==> config.mk <==
export PLATFORM = sky130hd
export DESIGN_NAME = dhgm_gray_div
export DESIGN_NICKNAME = d
export VERILOG_FILES = /design/src/hw/rtl/dhgm_pkg.sv /design/src/hw/rtl/dhgm_gray_div.sv
export SDC_FILE = /design/constraint.sdc
export NUM_CORES = 1
export LEC_CHECK = 0
export BUFFER_PORTS_ARGS = -buffer_cell sky130_fd_sc_hd__buf_2
export CORE_ASPECT_RATIO = 0.9
export CORE_MARGIN = 4
export CORE_UTILIZATION = 52
export CTS_BUF_LIST = sky130_fd_sc_hd__clkbuf_16
export DETAILED_ROUTE_END_ITERATION = 12
export GPL_TIMING_DRIVEN = 0
export PLACE_DENSITY = 0.87
export SETUP_SLACK_MARGIN = 0.1
export SYNTH_ARGS = -nofsm -noshare
export SYNTH_HDL_FRONTEND = slang
export SYNTH_SLANG_ARGS = --single-unit
==> constraint.sdc <==
create_clock -name clock -period 3.75 [get_ports clock]
set_input_delay 0.75 -clock clock [delete_from_list [all_inputs] [get_ports clock]]
set_output_delay 0.75 -clock clock [all_outputs]
set_load 0.01 [all_outputs]
==> src/hw/rtl/dhgm_pkg.sv <==
// shared constants, state encoding and status type for the depth histogram gray mapper
// no dependencies; used by dhgm_gray_div and depth_histogram_gray_mapper
package dhgm_pkg;

   localparam int DEPTH_BINS = 16384;
   localparam int BIN_AW     = $clog2(DEPTH_BINS);
   localparam int DEPTH_W    = 16;
   localparam int CNT_W      = 19;
   localparam int GRAY_W     = 8;
   localparam int STEP_W     = $clog2(GRAY_W);

   localparam logic [CNT_W-1:0]  CNT_MAX   = {CNT_W{1'b1}};
   localparam logic [GRAY_W-1:0] GRAY_MAX  = {GRAY_W{1'b1}};
   localparam logic [BIN_AW-1:0] BIN_LAST  = BIN_AW'(DEPTH_BINS - 1);
   localparam logic [BIN_AW-1:0] BIN_FIRST = BIN_AW'(1);

   localparam logic OP_ACCUMULATE = 1'b0;
   localparam logic OP_MAP        = 1'b1;

   typedef enum logic [3:0] {
      ST_CLEAR,
      ST_IDLE,
      ST_ACC_RD,
      ST_ACC_WR,
      ST_BLD_RD,
      ST_BLD_SUM,
      ST_BLD_DIV,
      ST_BLD_WAIT,
      ST_MAP_RD,
      ST_MAP_OUT
   } state_type;

   typedef struct packed {
      logic              done;
      logic [GRAY_W-1:0] gray;
   } div_status_type;

endpackage

==> src/hw/rtl/dhgm_gray_div.sv <==
// bit-serial divider: gray = min(255, floor(256 * (n - cum) / n)), 0 when n is zero
// one shared compare-subtract unit, one quotient bit per cycle; uses dhgm_pkg
module dhgm_gray_div (
   input  logic                    clock,
   input  logic                    reset,
   input  logic                    start,
   input  logic [dhgm_pkg::CNT_W-1:0] n,
   input  logic [dhgm_pkg::CNT_W-1:0] cum,
   output dhgm_pkg::div_status_type   status
);

   logic [dhgm_pkg::CNT_W-1:0]  rem_ff, rem_in;
   logic [dhgm_pkg::CNT_W-1:0]  n_ff, n_in;
   logic [dhgm_pkg::GRAY_W-1:0] q_ff, q_in;
   logic [dhgm_pkg::STEP_W-1:0] cnt_ff, cnt_in;
   logic                        active_ff, active_in;
   logic                        done_ff, done_in;

   logic [dhgm_pkg::CNT_W:0]    sub_a, sub_b, shifted;
   logic [dhgm_pkg::CNT_W+1:0]  diff;
   logic                        ge;

   // the one subtractor: n - cum on start, then shifted remainder - n per step
   assign shifted = {rem_ff, 1'b0};
   assign sub_a   = active_ff ? shifted : {1'b0, n};
   assign sub_b   = active_ff ? {1'b0, n_ff} : {1'b0, cum};
   assign diff    = {1'b0, sub_a} - {1'b0, sub_b};
   assign ge      = ~diff[dhgm_pkg::CNT_W+1];

   always_comb begin
      rem_in    = rem_ff;
      n_in      = n_ff;
      q_in      = q_ff;
      cnt_in    = cnt_ff;
      active_in = active_ff;
      done_in   = 1'b0;
      if (active_ff) begin
         rem_in = ge ? diff[dhgm_pkg::CNT_W-1:0] : shifted[dhgm_pkg::CNT_W-1:0];
         q_in   = {q_ff[dhgm_pkg::GRAY_W-2:0], ge};
         cnt_in = cnt_ff + 1'b1;
         if (cnt_ff == dhgm_pkg::STEP_W'(dhgm_pkg::GRAY_W - 1)) begin
            active_in = 1'b0;
            done_in   = 1'b1;
         end
      end else if (start) begin
         n_in   = n;
         cnt_in = '0;
         if (n == '0) begin
            q_in    = '0;
            done_in = 1'b1;
         end else if (cum == '0) begin
            // quotient would be 256, saturate
            q_in    = dhgm_pkg::GRAY_MAX;
            done_in = 1'b1;
         end else begin
            rem_in    = diff[dhgm_pkg::CNT_W-1:0];
            q_in      = '0;
            active_in = 1'b1;
         end
      end
   end

   always_ff @(posedge clock) begin
      rem_ff <= rem_in;
      n_ff   <= n_in;
      q_ff   <= q_in;
      if (reset) begin
         cnt_ff    <= '0;
         active_ff <= 1'b0;
         done_ff   <= 1'b0;
      end else begin
         cnt_ff    <= cnt_in;
         active_ff <= active_in;
         done_ff   <= done_in;
      end
   end

   assign status.done = done_ff;
   assign status.gray = q_ff;

endmodule

==> impl_metrics.env <==
export IMPL_numCtsBuffers=5
export IMPL_worst_ir_drop_vdd_mv=0.298
export IMPL_synthesis_area_per_instance_sq_um=11.2
export IMPL_tritoncts_clock_tree="built"
export IMPL_grt_first_pass_wirelength_mm=13.6
export IMPL_synth_seq_cells=51
export IMPL_tritoncts_num_sinks=51
export IMPL_final_min_clock_period_ns=3.50
export IMPL_delay_of_the_slowest_critical_path_stage_ns=0.51
export IMPL_dp_worst_setup_slack_ns=-0.459
export IMPL_syn_instance_count=308
export IMPL_htree_num_levels=2
export IMPL_critical_path_top_delay_family="compound AO/OA/AOI/OAI gates"
export IMPL_drc=0
export IMPL_drt_pre_antenna_iters=4
export IMPL_final_critical_path_setup_slack_ns=0.250
export IMPL_synth_area_sq_um=3450
export IMPL_worst_path_max_fanout=10
export IMPL_fin_crit_sh_pct=93.3
export IMPL_stdcell_count=453
export IMPL_syn_num_nets=371
export IMPL_synth_top_cells_by_area="edfxtp_1 40%, ha_1 7.6%, mux2_2 6.8%"
export IMPL_chipHeight_microns=85.3
export IMPL_worst_setup_end_kind="register"
export IMPL_pwr_density_cell_nw_per_um2=568
export IMPL_proportion_of_register_bits_with_asynchronous_set_or_reset_after_synthesis_pct=0
export IMPL_vias_cell=5.86
export IMPL_final_util_pct=64.2
export IMPL_ctsRootBufferMaster="clkbuf_16"
export IMPL_portBuffers=49
export IMPL_cp_data_required_time_ns=3.78
export IMPL_grt_overflow_total=0
export IMPL_p_total_mw=2.29
export IMPL_leakage_power_nw=1.60
export IMPL_wl_per_cell_microns=18.5
export IMPL_rsz0062_at_grt="false"
export IMPL_timing_worst_slew_pin_value_ns=0.927
export IMPL_initial_cell_density_of_the_core_pct=55.0
export IMPL_top_level_ports=50
export IMPL_antenna_found_initial=0
export IMPL_final_setup_viol_count=0
export IMPL_status="finished clean"
export IMPL_placement_rows=27
export IMPL_number_of_endpoints_with_negative_hold_slack_in_the_final_report=0
export IMPL_worst_skew_pair_late_latency_ns=0.29
export IMPL_worst_path_buf_inv=3
export IMPL_place_area_sq_um=3830
export IMPL_dr_total_vias=2654
export IMPL_yosys_top_cells_count="46 x edfxtp_1, 31 x a21oi_1, 21 x ha_1, 21 x mux2_2, 19 x mux2i_1"
export IMPL_ys_warn_count=0
export IMPL_setup_total_negative_slack_ns=0
export IMPL_synth_seq_area_share_pct=42.9
export IMPL_layout_cells_sized_above_1_pct=26.5
export IMPL_postRouteAntennaNets=0
export IMPL_cp_slowest_cell="fa_1"
export IMPL_die_w_microns=93.9
export IMPL_area_growth_synth_to_final_pct=16.7
export IMPL_grt_use_total_pct=22.0
export IMPL_criticalPathCategory="register to register"
export IMPL_numPlacedInstances=445
export IMPL_final_max_slew_violation_count=0
export IMPL_post_cts_clock_slew_at_the_launch_and_capture_registers_of_the_worst_setup_and_hold_paths_ns=0.07
export IMPL_cell_taking_the_most_area_after_synthesis="edfxtp_1"
export IMPL_grt_pass1_vias=2682
export IMPL_synth_distinct_cells=49
export IMPL_totalWireLength_mm=8.39
export IMPL_number_of_nets_in_the_layout=428
export IMPL_place_detailed_hpwl_mm=6.27
export IMPL_worst_clock_skew_ns=0.00875
export IMPL_type_of_the_tightest_min_delay_check="register to register"
export IMPL_max_cap_violations=0
export IMPL_grt_max_degree=21
export IMPL_path_cells="clkbuf_4 > buf_6 > mux2_2 > fa_1 > a211oi_2 > o21ai_2 > a22oi_2 > o21ai_2 > a41oi_2 > buf_6 > mux2_1"
export IMPL_critical_path_arrival_ns=3.53
export IMPL_finalInstanceArea_sq_um=4030
export IMPL_timing_max_slew_rel_slack_pct=38.2
export IMPL_yosys_cell_count_top_type="edfxtp_1"
export IMPL_yosys_most_used_dff="edfxtp_1"
export IMPL_coreArea_sq_um=6280
export IMPL_clk_path_buf_depth=2
export IMPL_synth_edf_count=46
export IMPL_gp_routability_congestion=0.943
export IMPL_fmax_mhz=286
export IMPL_drt_iter0_markers=139
export IMPL_hold_ws_ns=0.551
export IMPL_die_area_sq_um=8010
export IMPL_post_synth_top_area_fraction_pct=40.0
export IMPL_start_kind="register"
export IMPL_diodes=0
## sequential cells by signal (all words and copies together), names as in the netlist
name	cells
done_ff	1
cnt_ff	3
active_ff	1
rem_ff	19
n_ff	19
q_ff	8
## path summary, 6_finish.rpt
path / startpoint / end / depth (start not counted) / slack [ns]
setup / recovery: active_ff / rem_ff[2] / 11 / 0.25
hold / removal: cnt_ff[0] / cnt_ff[0] / 2 / 0.55
setup reg to reg: active_ff / rem_ff[2] / 11 / 0.25
hold reg to reg: cnt_ff[0] / cnt_ff[0] / 2 / 0.55
## layout by cell type, fill, tap and decap left out, drive strengths merged, types with 2 or more instances in the layout
cell,instances
a21boi,2
dfxtp,5
buf,56
nor2,18
o21ai,14
nand2,18
ha,21
edfxtp,46
o211ai,5
nor3,2
o21a,2
xnor2,6
a211oi,5
nor3b,3
xor2,9
clkbuf,12
nand3,2
o31ai,2
o21bai,2
nor4,9
and3,2
a21o,3
mux2,38
or3,2
a22oi,2
a21oi,32
mux2i,19
nor2b,2
inv,13
## layout make-up
type / instances / area (sq um)
inverters: 13 / 48.8
clock buffers: 7 / 175
multi-input cells: 233 / 1870
plain buffers: 11 / 77.6
clock inverters: 1 / 7.51
flip-flops and latches: 51 / 1480
well taps: 87 / 109
fillers: 533 / 2250
repair buffers: 50 / 260
## worst min-delay path: cells and delay by family (launching register included)
kind | cells | cell delay [ns]
and+or+nand+nor | 1 | 0.08
muxes | 1 | 0.08
DFF | 1 | 0.35
## layer usage
layer | global-route usage, % | vias up | wire length [microns]
met3 | 3.55 | 16 | 527
li1 | - | 1289 | -
met2 | 36.8 | 82 | 4050
met5 | 0 | - | 0
met4 | 5.64 | 0 | 113
met1 | 29.6 | 1267 | 3700
## power by group
| group | switching, mW | total, mW | internal [mW] |
|---|---|---|---|
| combinational | 0.495 | 0.900 | 0.405 |
| clock | 0.207 | 0.535 | 0.329 |
| sequential | 0.0594 | 0.853 | 0.794 |
| total | 0.761 | 2.29 | 1.53 |
## logic make-up after synthesis
| group | after synthesis | synth area share, % |
|---|---|---|
| muxes | 57 | 17.9 |
| DFF | 51 | 42.9 |
| buffers and inverters | 24 | 3.15 |
| adders and majority gates | 22 | 8.19 |
| and+or+nand+nor | 64 | 9.27 |
| xor gates and xnor gates | 15 | 3.80 |
| AOI/OAI and AO/OA | 75 | 14.8 |
## timing repair
item | 4_1_cts | 5_1_grt
hold buffers | 0 | 0
resized for setup | 8 | 7
setup endpoints to repair | 20 | 18
pin swaps | 0 | 1
buffers inserted | 0 | 0
Note: power is estimated with default switching activity, not from simulation.
